**src/design/dcrf_pkg.sv**
```systemverilog
package dcrf_pkg;

  localparam int unsigned NumChannels = 4;
  localparam int unsigned NumPageRegs = 16;
  localparam int unsigned NumCtlPorts = 16;

  localparam int unsigned ChanIdxW = $clog2(NumChannels);
  localparam int unsigned PortW    = $clog2(NumCtlPorts);

  typedef logic [ChanIdxW-1:0] chan_idx_t;
  typedef logic [PortW-1:0]    port_t;
  typedef logic [7:0]          byte_t;
  typedef logic [15:0]         word16_t;
  typedef logic [NumChannels-1:0] mask_t;

  localparam logic OpRead    = 1'b0;
  localparam logic OpWrite   = 1'b1;
  localparam logic SpaceCtl  = 1'b0;
  localparam logic SpacePage = 1'b1;

  // controller port codes above the channel address/count ports
  localparam port_t PortCommand  = 4'd8;
  localparam port_t PortStatus   = 4'd8;
  localparam port_t PortRequest  = 4'd9;
  localparam port_t PortSglMask  = 4'd10;
  localparam port_t PortMode     = 4'd11;
  localparam port_t PortClearFf  = 4'd12;
  localparam port_t PortMstClear = 4'd13;
  localparam port_t PortClrMask  = 4'd14;
  localparam port_t PortAllMask  = 4'd15;

  typedef struct packed {
    logic  op;
    logic  space;
    port_t port;
    byte_t wdata;
  } req_t;

  typedef struct packed {
    byte_t rdata;
    mask_t mask_bits;
    logic  byte_pointer;
    byte_t command_value;
  } rsp_t;

  function automatic word16_t put_byte(word16_t v, byte_t b, logic high);
    word16_t r;
    if (high) begin
      r = {b, v[7:0]};
    end else begin
      r = {v[15:8], b};
    end
    return r;
  endfunction

endpackage

```
**src/design/dcrf_if.sv**
```systemverilog
interface dcrf_req_if;
  import dcrf_pkg::*;

  logic  valid;
  logic  ready;
  logic  op;
  logic  space;
  port_t port;
  byte_t wdata;

  modport source (output valid, output op, output space, output port, output wdata,
                  input ready);
  modport sink   (input valid, input op, input space, input port, input wdata,
                  output ready);
endinterface

interface dcrf_rsp_if;
  import dcrf_pkg::*;

  logic  valid;
  logic  ready;
  byte_t rdata;
  mask_t mask_bits;
  logic  byte_pointer;
  byte_t command_value;

  modport source (output valid, output rdata, output mask_bits, output byte_pointer,
                  output command_value, input ready);
  modport sink   (input valid, input rdata, input mask_bits, input byte_pointer,
                  input command_value, output ready);
endinterface

```
**src/design/dcrf_core.sv**
```systemverilog
module dcrf_core (
  input  logic          clk_i,
  input  logic          rst_ni,
  input  logic          en_i,
  input  dcrf_pkg::req_t req_i,
  output dcrf_pkg::rsp_t rsp_o
);
  import dcrf_pkg::*;

  word16_t addr_q [NumChannels];
  word16_t addr_d [NumChannels];
  word16_t cnt_q  [NumChannels];
  word16_t cnt_d  [NumChannels];
  byte_t   mode_q [NumChannels];
  byte_t   mode_d [NumChannels];
  byte_t   lw_q   [NumCtlPorts];
  byte_t   lw_d   [NumCtlPorts];
  byte_t   page_q [NumPageRegs];
  byte_t   page_d [NumPageRegs];
  logic    flip_q, flip_d;
  mask_t   mask_q, mask_d;
  byte_t   cmd_q, cmd_d;

  chan_idx_t ch;
  logic      chan_sel;
  logic      flip_t;
  word16_t   rd_val;
  byte_t     rdata;

  assign ch       = req_i.port[ChanIdxW:1];
  assign chan_sel = ~req_i.port[PortW-1];
  assign flip_t   = ~flip_q;
  assign rd_val   = req_i.port[0] ? cnt_q[ch] : addr_q[ch];

  always_comb begin
    addr_d = addr_q;
    cnt_d  = cnt_q;
    mode_d = mode_q;
    lw_d   = lw_q;
    page_d = page_q;
    flip_d = flip_q;
    mask_d = mask_q;
    cmd_d  = cmd_q;
    rdata  = '0;
    if (req_i.space == SpacePage) begin
      if (req_i.op == OpWrite) begin
        page_d[req_i.port] = req_i.wdata;
      end else begin
        rdata = page_q[req_i.port];
      end
    end else if (req_i.op == OpWrite) begin
      lw_d[req_i.port] = req_i.wdata;
      if (chan_sel) begin
        flip_d = flip_t;
        if (req_i.port[0]) begin
          cnt_d[ch] = put_byte(cnt_q[ch], req_i.wdata, ~flip_t);
        end else begin
          addr_d[ch] = put_byte(addr_q[ch], req_i.wdata, ~flip_t);
        end
      end else begin
        unique case (req_i.port)
          PortCommand:  cmd_d = req_i.wdata;
          PortSglMask:  mask_d[req_i.wdata[ChanIdxW-1:0]] = req_i.wdata[2];
          PortMode:     mode_d[req_i.wdata[ChanIdxW-1:0]] = req_i.wdata;
          PortClearFf:  flip_d = 1'b0;
          PortMstClear: begin
            flip_d = 1'b0;
            mask_d = '1;
          end
          PortAllMask:  mask_d = req_i.wdata[NumChannels-1:0];
          default: ;
        endcase
      end
    end else begin
      if (chan_sel) begin
        flip_d = flip_t;
        rdata  = flip_t ? rd_val[7:0] : rd_val[15:8];
      end else if (req_i.port == PortStatus || req_i.port == PortMstClear) begin
        rdata = '0;
      end else begin
        rdata = lw_q[req_i.port];
      end
    end
  end

  always_ff @(posedge clk_i or negedge rst_ni) begin
    if (!rst_ni) begin
      for (int i = 0; i < NumChannels; i++) begin
        addr_q[i] <= '0;
        cnt_q[i]  <= '0;
        mode_q[i] <= '0;
      end
      for (int i = 0; i < NumCtlPorts; i++) begin
        lw_q[i] <= '0;
      end
      for (int i = 0; i < NumPageRegs; i++) begin
        page_q[i] <= '0;
      end
      flip_q <= 1'b0;
      mask_q <= '0;
      cmd_q  <= '0;
    end else if (en_i) begin
      addr_q <= addr_d;
      cnt_q  <= cnt_d;
      mode_q <= mode_d;
      lw_q   <= lw_d;
      page_q <= page_d;
      flip_q <= flip_d;
      mask_q <= mask_d;
      cmd_q  <= cmd_d;
    end
  end

  assign rsp_o.rdata         = rdata;
  assign rsp_o.mask_bits     = mask_d;
  assign rsp_o.byte_pointer  = flip_d;
  assign rsp_o.command_value = cmd_d;

  a_mclr: assert property (@(posedge clk_i) disable iff (!rst_ni)
    en_i && req_i.space == SpaceCtl && req_i.op == OpWrite && req_i.port == PortMstClear
    |=> mask_q == '1 && !flip_q)
    else $error("master clear did not set mask and clear byte pointer");

  a_page_flip: assert property (@(posedge clk_i) disable iff (!rst_ni)
    en_i && req_i.space == SpacePage |=> flip_q == $past(flip_q))
    else $error("page access moved byte pointer");

  a_chan_toggle: assert property (@(posedge clk_i) disable iff (!rst_ni)
    en_i && req_i.space == SpaceCtl && !req_i.port[PortW-1] |=> flip_q != $past(flip_q))
    else $error("channel port access did not toggle byte pointer");

  a_mode: assert property (@(posedge clk_i) disable iff (!rst_ni)
    en_i && req_i.space == SpaceCtl && req_i.op == OpWrite && req_i.port == PortMode
    |=> mode_q[$past(req_i.wdata[ChanIdxW-1:0])] == $past(req_i.wdata))
    else $error("mode write not stored");

  a_idle_hold: assert property (@(posedge clk_i) disable iff (!rst_ni)
    !en_i |=> $stable(mask_q) && $stable(flip_q) && $stable(cmd_q))
    else $error("control state changed without an access");

endmodule

```
**src/design/dma_controller_register_file.sv**
```systemverilog
// Register side of a four-channel 8237-style DMA controller.
// req_i carries one bus access per word: op (read/write), space (controller
// or page ports), port and wdata. rsp_o returns exactly one word per access:
// rdata (zero on writes) plus the mask bits, byte pointer and command
// register as they stand after the access.
// An access accepted on req_i is loaded into the input register; decode/update
// then updates state and fills the result register that drives rsp_o.
// Throughput: one access per cycle unless rsp_o.ready stalls; state is read
// and updated between the input register and the result register.
// Reset clears all channel registers, modes, mask, command, byte pointer,
// the written-byte shadow and the page store; both pipeline stages empty.
// When the receiver holds rsp_o.ready low, the result register and the input
// register hold, and req_i.ready drops once both are full.
module dma_controller_register_file (
  input  logic clk_i,
  input  logic rst_ni,
  dcrf_req_if.sink   req_i,
  dcrf_rsp_if.source rsp_o
);
  import dcrf_pkg::*;

  logic s1_valid_q, s1_valid_d;
  req_t s1_q;
  logic out_valid_q, out_valid_d;
  rsp_t out_q;
  rsp_t core_rsp;
  logic adv, proc, take;

  assign adv         = !out_valid_q || rsp_o.ready;
  assign proc        = s1_valid_q && adv;
  assign req_i.ready = !s1_valid_q || adv;
  assign take        = req_i.valid && req_i.ready;

  assign s1_valid_d  = take || (s1_valid_q && !adv);
  assign out_valid_d = adv ? s1_valid_q : out_valid_q;

  dcrf_core u_core (
    .clk_i (clk_i),
    .rst_ni(rst_ni),
    .en_i  (proc),
    .req_i (s1_q),
    .rsp_o (core_rsp)
  );

  always_ff @(posedge clk_i or negedge rst_ni) begin
    if (!rst_ni) begin
      s1_valid_q  <= 1'b0;
      out_valid_q <= 1'b0;
    end else begin
      s1_valid_q  <= s1_valid_d;
      out_valid_q <= out_valid_d;
    end
  end

  always_ff @(posedge clk_i) begin
    if (take) begin
      s1_q <= '{op: req_i.op, space: req_i.space, port: req_i.port, wdata: req_i.wdata};
    end
    if (proc) begin
      out_q <= core_rsp;
    end
  end

  assign rsp_o.valid         = out_valid_q;
  assign rsp_o.rdata         = out_q.rdata;
  assign rsp_o.mask_bits     = out_q.mask_bits;
  assign rsp_o.byte_pointer  = out_q.byte_pointer;
  assign rsp_o.command_value = out_q.command_value;

  a_out_hold: assert property (@(posedge clk_i) disable iff (!rst_ni)
    out_valid_q && !rsp_o.ready |=> out_valid_q && $stable(out_q))
    else $error("stalled result changed");

  a_s1_hold: assert property (@(posedge clk_i) disable iff (!rst_ni)
    s1_valid_q && !adv |=> s1_valid_q && $stable(s1_q))
    else $error("pending access lost under stall");

  a_fill: assert property (@(posedge clk_i) disable iff (!rst_ni)
    proc |=> out_valid_q)
    else $error("processed access produced no result");

endmodule
```
**src/flat_wrapper.sv**
```systemverilog
// flat-port wrapper written by rule: the top's interface ports become plain ports
module dma_controller_register_file_flat import dcrf_pkg::*;
  (clk_i, rst_ni, req_i_valid, req_i_op, req_i_space, req_i_port, req_i_wdata, req_i_ready, rsp_o_valid, rsp_o_rdata, rsp_o_mask_bits, rsp_o_byte_pointer, rsp_o_command_value, rsp_o_ready);
  dcrf_req_if req_i_i ();
  dcrf_rsp_if rsp_o_i ();
  input  logic clk_i;
  input  logic rst_ni;
  input wire logic [$bits(req_i_i.valid)-1:0] req_i_valid;
  input wire logic [$bits(req_i_i.op)-1:0] req_i_op;
  input wire logic [$bits(req_i_i.space)-1:0] req_i_space;
  input wire logic [$bits(req_i_i.port)-1:0] req_i_port;
  input wire logic [$bits(req_i_i.wdata)-1:0] req_i_wdata;
  output wire logic [$bits(req_i_i.ready)-1:0] req_i_ready;
  output wire logic [$bits(rsp_o_i.valid)-1:0] rsp_o_valid;
  output wire logic [$bits(rsp_o_i.rdata)-1:0] rsp_o_rdata;
  output wire logic [$bits(rsp_o_i.mask_bits)-1:0] rsp_o_mask_bits;
  output wire logic [$bits(rsp_o_i.byte_pointer)-1:0] rsp_o_byte_pointer;
  output wire logic [$bits(rsp_o_i.command_value)-1:0] rsp_o_command_value;
  input wire logic [$bits(rsp_o_i.ready)-1:0] rsp_o_ready;
  assign req_i_i.valid = req_i_valid;
  assign req_i_i.op = req_i_op;
  assign req_i_i.space = req_i_space;
  assign req_i_i.port = req_i_port;
  assign req_i_i.wdata = req_i_wdata;
  assign req_i_ready = req_i_i.ready;
  assign rsp_o_valid = rsp_o_i.valid;
  assign rsp_o_rdata = rsp_o_i.rdata;
  assign rsp_o_mask_bits = rsp_o_i.mask_bits;
  assign rsp_o_byte_pointer = rsp_o_i.byte_pointer;
  assign rsp_o_command_value = rsp_o_i.command_value;
  assign rsp_o_i.ready = rsp_o_ready;
  dma_controller_register_file u_core (.clk_i(clk_i), .rst_ni(rst_ni), .req_i(req_i_i), .rsp_o(rsp_o_i));
endmodule
```
**config.mk**
```make
export PLATFORM = sky130hd
export DESIGN_NAME = dma_controller_register_file_flat
export DESIGN_NICKNAME = d
export VERILOG_FILES = /design/src/design/dcrf_pkg.sv /design/src/design/dcrf_if.sv /design/src/design/dcrf_core.sv /design/src/design/dma_controller_register_file.sv /design/src/flat_wrapper.sv
export SDC_FILE = /design/constraint.sdc
export NUM_CORES = 1
export LEC_CHECK = 0
export BUFFER_PORTS_ARGS = -buffer_cell sky130_fd_sc_hd__buf_2
export CAP_MARGIN = 20
export CORE_ASPECT_RATIO = 1.5
export CORE_MARGIN = 4
export CORE_UTILIZATION = 45
export CTS_CLUSTER_DIAMETER = 40
export DETAILED_ROUTE_END_ITERATION = 8
export PLACE_DENSITY_LB_ADDON = 0.2
export SYNTH_ARGS = -nofsm -noshare
export SYNTH_HDL_FRONTEND = slang
export SYNTH_SLANG_ARGS = --single-unit
```
**constraint.sdc**
```tcl
create_clock -name clk_i -period 1.83 [get_ports clk_i]
set_input_delay 0.366 -clock clk_i [delete_from_list [all_inputs] [get_ports clk_i]]
set_output_delay 0.366 -clock clk_i [all_outputs]
set_load 0.1 [all_outputs]
```
==> results of run 1 <==
[flip-flops by register name, indices dropped and copies added (netlist names)]
| name | flops |
|---|---|
| u_core.u_core.page_q | 128 |
| u_core.u_core.addr_q | 64 |
| u_core.u_core.cnt_q | 64 |
| u_core.u_core.lw_q | 48 |
| u_core.s1_q | 14 |
| u_core.rsp_o.command_value | 8 |
| u_core.rsp_o.rdata | 8 |
| u_core.u_core.cmd_q | 8 |
| u_core.rsp_o.mask_bits | 4 |
| u_core.u_core.mask_q | 4 |
| u_core.rsp_o.byte_pointer | 1 |
| u_core.rsp_o.valid | 1 |
| u_core.s1_valid_q | 1 |
| u_core.u_core.flip_q | 1 |
[logic make-up after synthesis]
logic type	after synthesis	synth area share [%]
buffers and inverters	118	3.58
and+or+nand+nor	191	6.82
muxes	442	33.1
AOI/OAI and AO/OA	77	3.58
xor gates and xnor gates	1	0.0513
DFF	354	52.9
[worst max-delay path, stage by stage (launching register included)]
cell and delay (ps):
edfxtp_1 470, buf_12 200, buf_6 120, mux4_2 540
mux2i_2 210, o2111ai_2 230, nor4b_4 190
[how the worst max path moves through the flow]
stage	start	end	slack [ps]	depth (start not counted)
6_report	u_core.s1_q[8]	u_core.rsp_o.rdata[0]	-390	6
5_1_grt	u_core.s1_q[8]	u_core.rsp_o.rdata[0]	-440	7
4_1_cts	u_core.s1_q[8]	u_core.rsp_o.rdata[0]	-330	6
3_5_place_dp	u_core.s1_q[8]	u_core.rsp_o.rdata[4]	-550	6
3_3_place_gp	u_core.s1_q[8]	u_core.rsp_o.rdata[4]	-530	6
2_1_floorplan	u_core.rsp_o.valid	u_core.u_core.page_q[32]	-370	6
[power by group through the flow]
| stage | sequential (µW) | clock (µW) | combinational (µW) |
|---|---|---|---|
| 2_1_floorplan | 9790 | 0 | 2260 |
| 3_3_place_gp | 9560 | 0 | 3790 |
| 3_5_place_dp | 9590 | 0 | 3860 |
| 4_1_cts | 9480 | 8820 | 4330 |
| 5_1_grt | 9610 | 9160 | 4930 |
| 6_report | 9520 | 8680 | 4650 |
[synth_stat cells (5+ instances only)]
library cell / number
a31oi_1: 7
o221ai_1: 8
nor2_2: 5
nand2b_1: 18
o21ai_0: 9
mux2_2: 312
buf_6: 12
o2111ai_1: 11
mux2_1: 30
clkbuf_1: 40
o22a_1: 8
nor4b_1: 5
nor2b_1: 11
buf_1: 8
mux4_2: 60
nor3_4: 7
nor2_1: 9
buf_4: 10
mux2i_1: 32
inv_1: 12
nand3_1: 9
mux2_4: 8
nand2_1: 86
buf_2: 33
dfrtp_1: 319
edfxtp_1: 35
a221o_1: 10
[layer usage]
| metal | up-vias | wire, µm |
|---|---|---|
| met5 | - | 0 |
| met4 | 0 | 2720 |
| met3 | 137 | 1900 |
| met2 | 314 | 24500 |
| met1 | 5838 | 20100 |
| li1 | 4796 | - |
[layout make-up]
class / instances / area, µm² / area share [%]
tap: 489 / 612 / 2.66
multi-input combinational: 711 / 8900 / 38.7
clock inverter: 28 / 270 / 1.17
antenna: 1 / 2.50 / 0.0109
inverter: 15 / 61.3 / 0.266
sequential: 354 / 9040 / 39.3
timing repair buffer: 260 / 2950 / 12.8
clock buffer: 51 / 1190 / 5.16
[stage by stage]
stage / hold WS [ps] / instances / TNS [ps] / instance area (µm²) / setup WS, ps
final: 90.6 / 1909 / -55220 / 23000 / -388
after global placement: 317 / 1775 / -56040 / 19400 / -533
after CTS: 62.5 / 1895 / -42290 / 22200 / -329
after floorplan: 70.4 / 1183 / -60920 / 17400 / -372
after global routing: 61.6 / 1909 / -69200 / 23000 / -436
after detailed placement: 318 / 1775 / -64920 / 19400 / -548
[what timing repair did]
| item | in CTS | in global routing |
|---|---|---|
| hold endpoints to repair | 48 | 0 |
| hold buffers | 15 | 0 |
| buffers inserted | 23 | 14 |
| resized for setup | 226 | 153 |
| cloned | 7 | 7 |
| endpoints found under the setup margin | 354 | 345 |
| pin swaps | 27 | 27 |
==> metrics, run 1 <==
syn nets=1,201; final core utilization=61.3%; DR DRC count=0; critical path startpoint category=register; wirelength, routed=49,200 µm; Clock Tree Root=clkbuf_16; post-synth top area share=46.8%; worst skew pair latency=550 ps; via count=11,100; layout cells sized above 1=59.5%; max_slew headroom=59.8%; status=finished, violations left; wire length of the first global-routing pass=73,800 µm; pwr/cell area=992 mW/mm²; M1 GR Usage=29.3%; Yosys reg bits=354; Layout Nets=1,403; Max Transition Viols Final=0; final clock skew=20.1 ps; Logic pwr share=20.4%; busiest grt layer=met2; input/output buffers=40; post-synthesis cell area=0.0171 mm²; RR Endpoint=u_core.rsp_o.rdata[0]; asr flop ratio synth=90.1%; Worst Hold Class=in2reg; Seq/Total Area, Yosys=52.9%; Slew @ Worst Pin=596 ps; global placement routability congestion=0.843; met3 Use GR=3.13%; fill count=2,759; initial antenna violation count=1; die area=0.0412 mm²; Num CTS Buffers=43; DR pass1 iterations=4; GR Overflow Total=0; Hold Crit Start=req_i_port[2]; switching pwr=6440 µW; drt initial violations=621; Hold Crit Endpoint=u_core.s1_q[10]; met2 Resource Use GR=39.6%; post-route ant nets=0; f_max=451 MHz; H-tree Lvls=2; Reg-to-Reg Start=u_core.s1_q[8]; sw frac=28.2%; row count=87; R2R setup slack=-390 ps; Yosys cell types=56; area of the core=0.0376 mm²; minimum clock period=2220 ps; Worst Reg-to-Reg Cells=6; Pwr Total=22,800 µW; Worst-path clk slew=70 ps; Crit Path Max Fanout=7; unrepaired setup endpoints after global routing=yes; worst vdd ir=0.862 mV; Final Setup Violations=312; WP data arrival=2510 ps; Post-synth EDFFs=35; synth warn=0; most common cell after layout, fill and taps aside=dfrtp_1; most frequent cells in the layout=318 x dfrtp_1, 236 x mux2_4, 114 x mux2_2, 99 x buf_4, 60 x mux4_2; Vias/cell=5.81; drt wl/cell=25.8 µm; DPL Wire Length=30,900 µm; final worst path period share=121%; largest net degree at the start of global routing=55; leakage=0.0106 µW; Max Root-Sink Buffers=3; Hold Crit Depth=1; element type at the critical path end=register; io pins=41; post-synth top area cell=dfrtp_1; worst setup margin=-388 ps; Power Internal=16,400 µW; ys flop type=dfrtp_1; Layout area overhead=34.8%; clock sinks=354; Die H=247 µm; die width=167 µm; CP required=2120 ps; Final Hold Fails=0; CTS tree=built; overall routing resource usage=23.3%; clock power share=38.0%; critical setup path kind=reg2reg; mean post-synth cell area=14.4 µm²; vias in the first global route=12,100; sequential share of power=41.7%; dominant cells by area after synthesis=dfrtp_1 47%, mux2_2 21%, mux4_2 7.9%; failing checks=negative setup slack; Post-Syn Instances=1,183; Initial Utilization=45.5%; max-cap violation count=0
No activity file was read; power rests on OpenSTA's default activity.
==> inputs of run 2 (changes only) <==
- TNS_END_PERCENT: not set -> 10
==> metrics, run 2 (synthesis gave the netlist of run 1 again) <==
drt wl/cell=24.4 µm; Crit Path Max Fanout=5; Worst Reg-to-Reg Cells=8; pre-CTS setup slack=-552 ps; leakage=0.0103 µW; Die H=247 µm; area of the core=0.0376 mm²; GR Overflow Total=0; Slew @ Worst Pin=551 ps; critical setup path kind=reg2reg; f_max=464 MHz; Hold Crit Start=req_i_port[3]; DP Cell Count=1,783; Clock Tree Root=clkbuf_16; Hold Crit Depth=1; Max Root-Sink Buffers=3; DPL Wire Length=31,000 µm; worst setup margin=-325 ps; overall routing resource usage=22.2%; Antenna Cells=0; layout cells sized above 1=55.8%; global placement routability congestion=0.846; Final Hold Fails=0; die width=167 µm; WP data arrival=2450 ps; Worst-path clk slew=60 ps; io pins=41; drt initial violations=548; minimum clock period=2150 ps; Pwr Total=22,500 µW; Initial Utilization=45.5%; post-route ant nets=0; Vias/cell=5.67; Largest regs=u_core.u_core.page_q x128, u_core.u_core.addr_q x64, u_core.u_core.cnt_q x64; RR Endpoint=u_core.rsp_o.rdata[0]; Final Setup Violations=325; DR pass1 iterations=5; largest net degree at the start of global routing=62; max_slew headroom=62.9%; Num CTS Buffers=43; worst skew pair latency=550 ps; Worst Hold Class=in2reg; Layout Nets=1,385; clock sinks=354; final clock skew=22.9 ps; DR DRC count=0; vias in the first global route=11,600; max-cap violation count=0; wire length of the first global-routing pass=70,600 µm; via count=10,700; Hold Crit Endpoint=u_core.s1_q[11]; final worst path period share=118%; final core utilization=58.8%; Max Transition Viols Final=0; Reg with most FFs=u_core.u_core.page_q; CTS tree=built; status=finished, violations left; input/output buffers=40; element type at the critical path end=register; CP required=2130 ps; H-tree Lvls=2; wirelength, routed=46,000 µm; most frequent cells in the layout=318 x dfrtp_1, 180 x mux2_2, 140 x mux2_4, 118 x buf_4, 64 x nand2_1; most common cell after layout, fill and taps aside=dfrtp_1; max reg flops=128; R2R setup slack=-320 ps; die area=0.0412 mm²; initial antenna violation count=0; failing checks=negative setup slack; row count=87; Layout area overhead=29.4%; Finished Layout Cells=1,887; unrepaired setup endpoints after global routing=yes; critical path startpoint category=register; pwr/cell area=1020 mW/mm²; worst vdd ir=0.690 mV; Reg-to-Reg Start=u_core.s1_q[8]
==> run 2: cell types whose count changed in the layout (fill, tap and decap cells not counted), moves of 7 or more <==
cell and change:
buf_4 +19, buf_6 -26, clkbuf_1 +7, clkbuf_16 -9
clkinv_4 -7, mux2_1 +30, mux2_2 +66, mux2_4 -96
==> run 2: cell type report <==
class	instances	area, µm²
clock buffers	56	1160
multi-input cells	711	8380
clock inverters	20	275
flip-flops and latches	354	9040
well taps	489	612
fillers	2930	15500
repair buffers	242	2560
inverters	15	56.3
==> run 2: worst max path at each step <==
stage | start | to | slack, ps | cells past startpoint
final | u_core.s1_q[8] | u_core.rsp_o.rdata[0] | -320 | 8
after global routing | u_core.s1_q[8] | u_core.rsp_o.rdata[0] | -410 | 8
after CTS | u_core.s1_q[8] | u_core.rsp_o.rdata[7] | -350 | 8
after detailed placement | u_core.s1_q[10] | u_core.rsp_o.rdata[4] | -550 | 5
after global placement | u_core.s1_q[10] | u_core.rsp_o.rdata[4] | -560 | 5
after floorplan | u_core.rsp_o.valid | u_core.u_core.page_q[32] | -370 | 6
==> run 2: worst max-delay path, stage by stage, from the launching register on <==
cell	delay (ps)
edfxtp_1	340
buf_6	130
buf_12	140
buf_8	120
mux4_2	500
mux2i_1	190
buf_4	160
o2111ai_4	150
nor4b_2	210
==> run 2: routing by layer <==
layer  wire [µm]  part of all wire (%)  vias up  global-route usage (%)
li1            -                     -     4750                       -
met4        1280                   2.8        0                    6.57
met2       24600                    53      178                    40.9
met5           0                     0        -                       0
met1       18800                    41     5709                    27.2
met3        1370                   3.0       71                    2.81
==> run 2: power breakdown <==
group	leakage, µW	internal, µW	total, µW	switching (µW)
clock network	0.000693	5250	8690	3440
registers	0.00466	8930	9470	538
logic	0.00492	2100	4320	2220
total	0.0103	16300	22500	6200
==> run 2: what timing repair did <==
item | in CTS | in global routing
cloned | 2 | 1
resized for setup | 139 | 116
pin swaps | 18 | 13
endpoints found under the setup margin | 322 | 334
hold buffers | 12 | 0
hold endpoints to repair | 39 | 0
buffers inserted | 8 | 7
==> run 2: stage by stage <==
step	hold WS [ps]	area (µm²)	setup TNS (ps)
global placement	272	19300	-56900
floorplan	70.4	17100	-58890
finish	43.3	22100	-43120
global route	22.8	22100	-61410
CTS	13.1	21600	-46340
detailed placement	272	19300	-63380
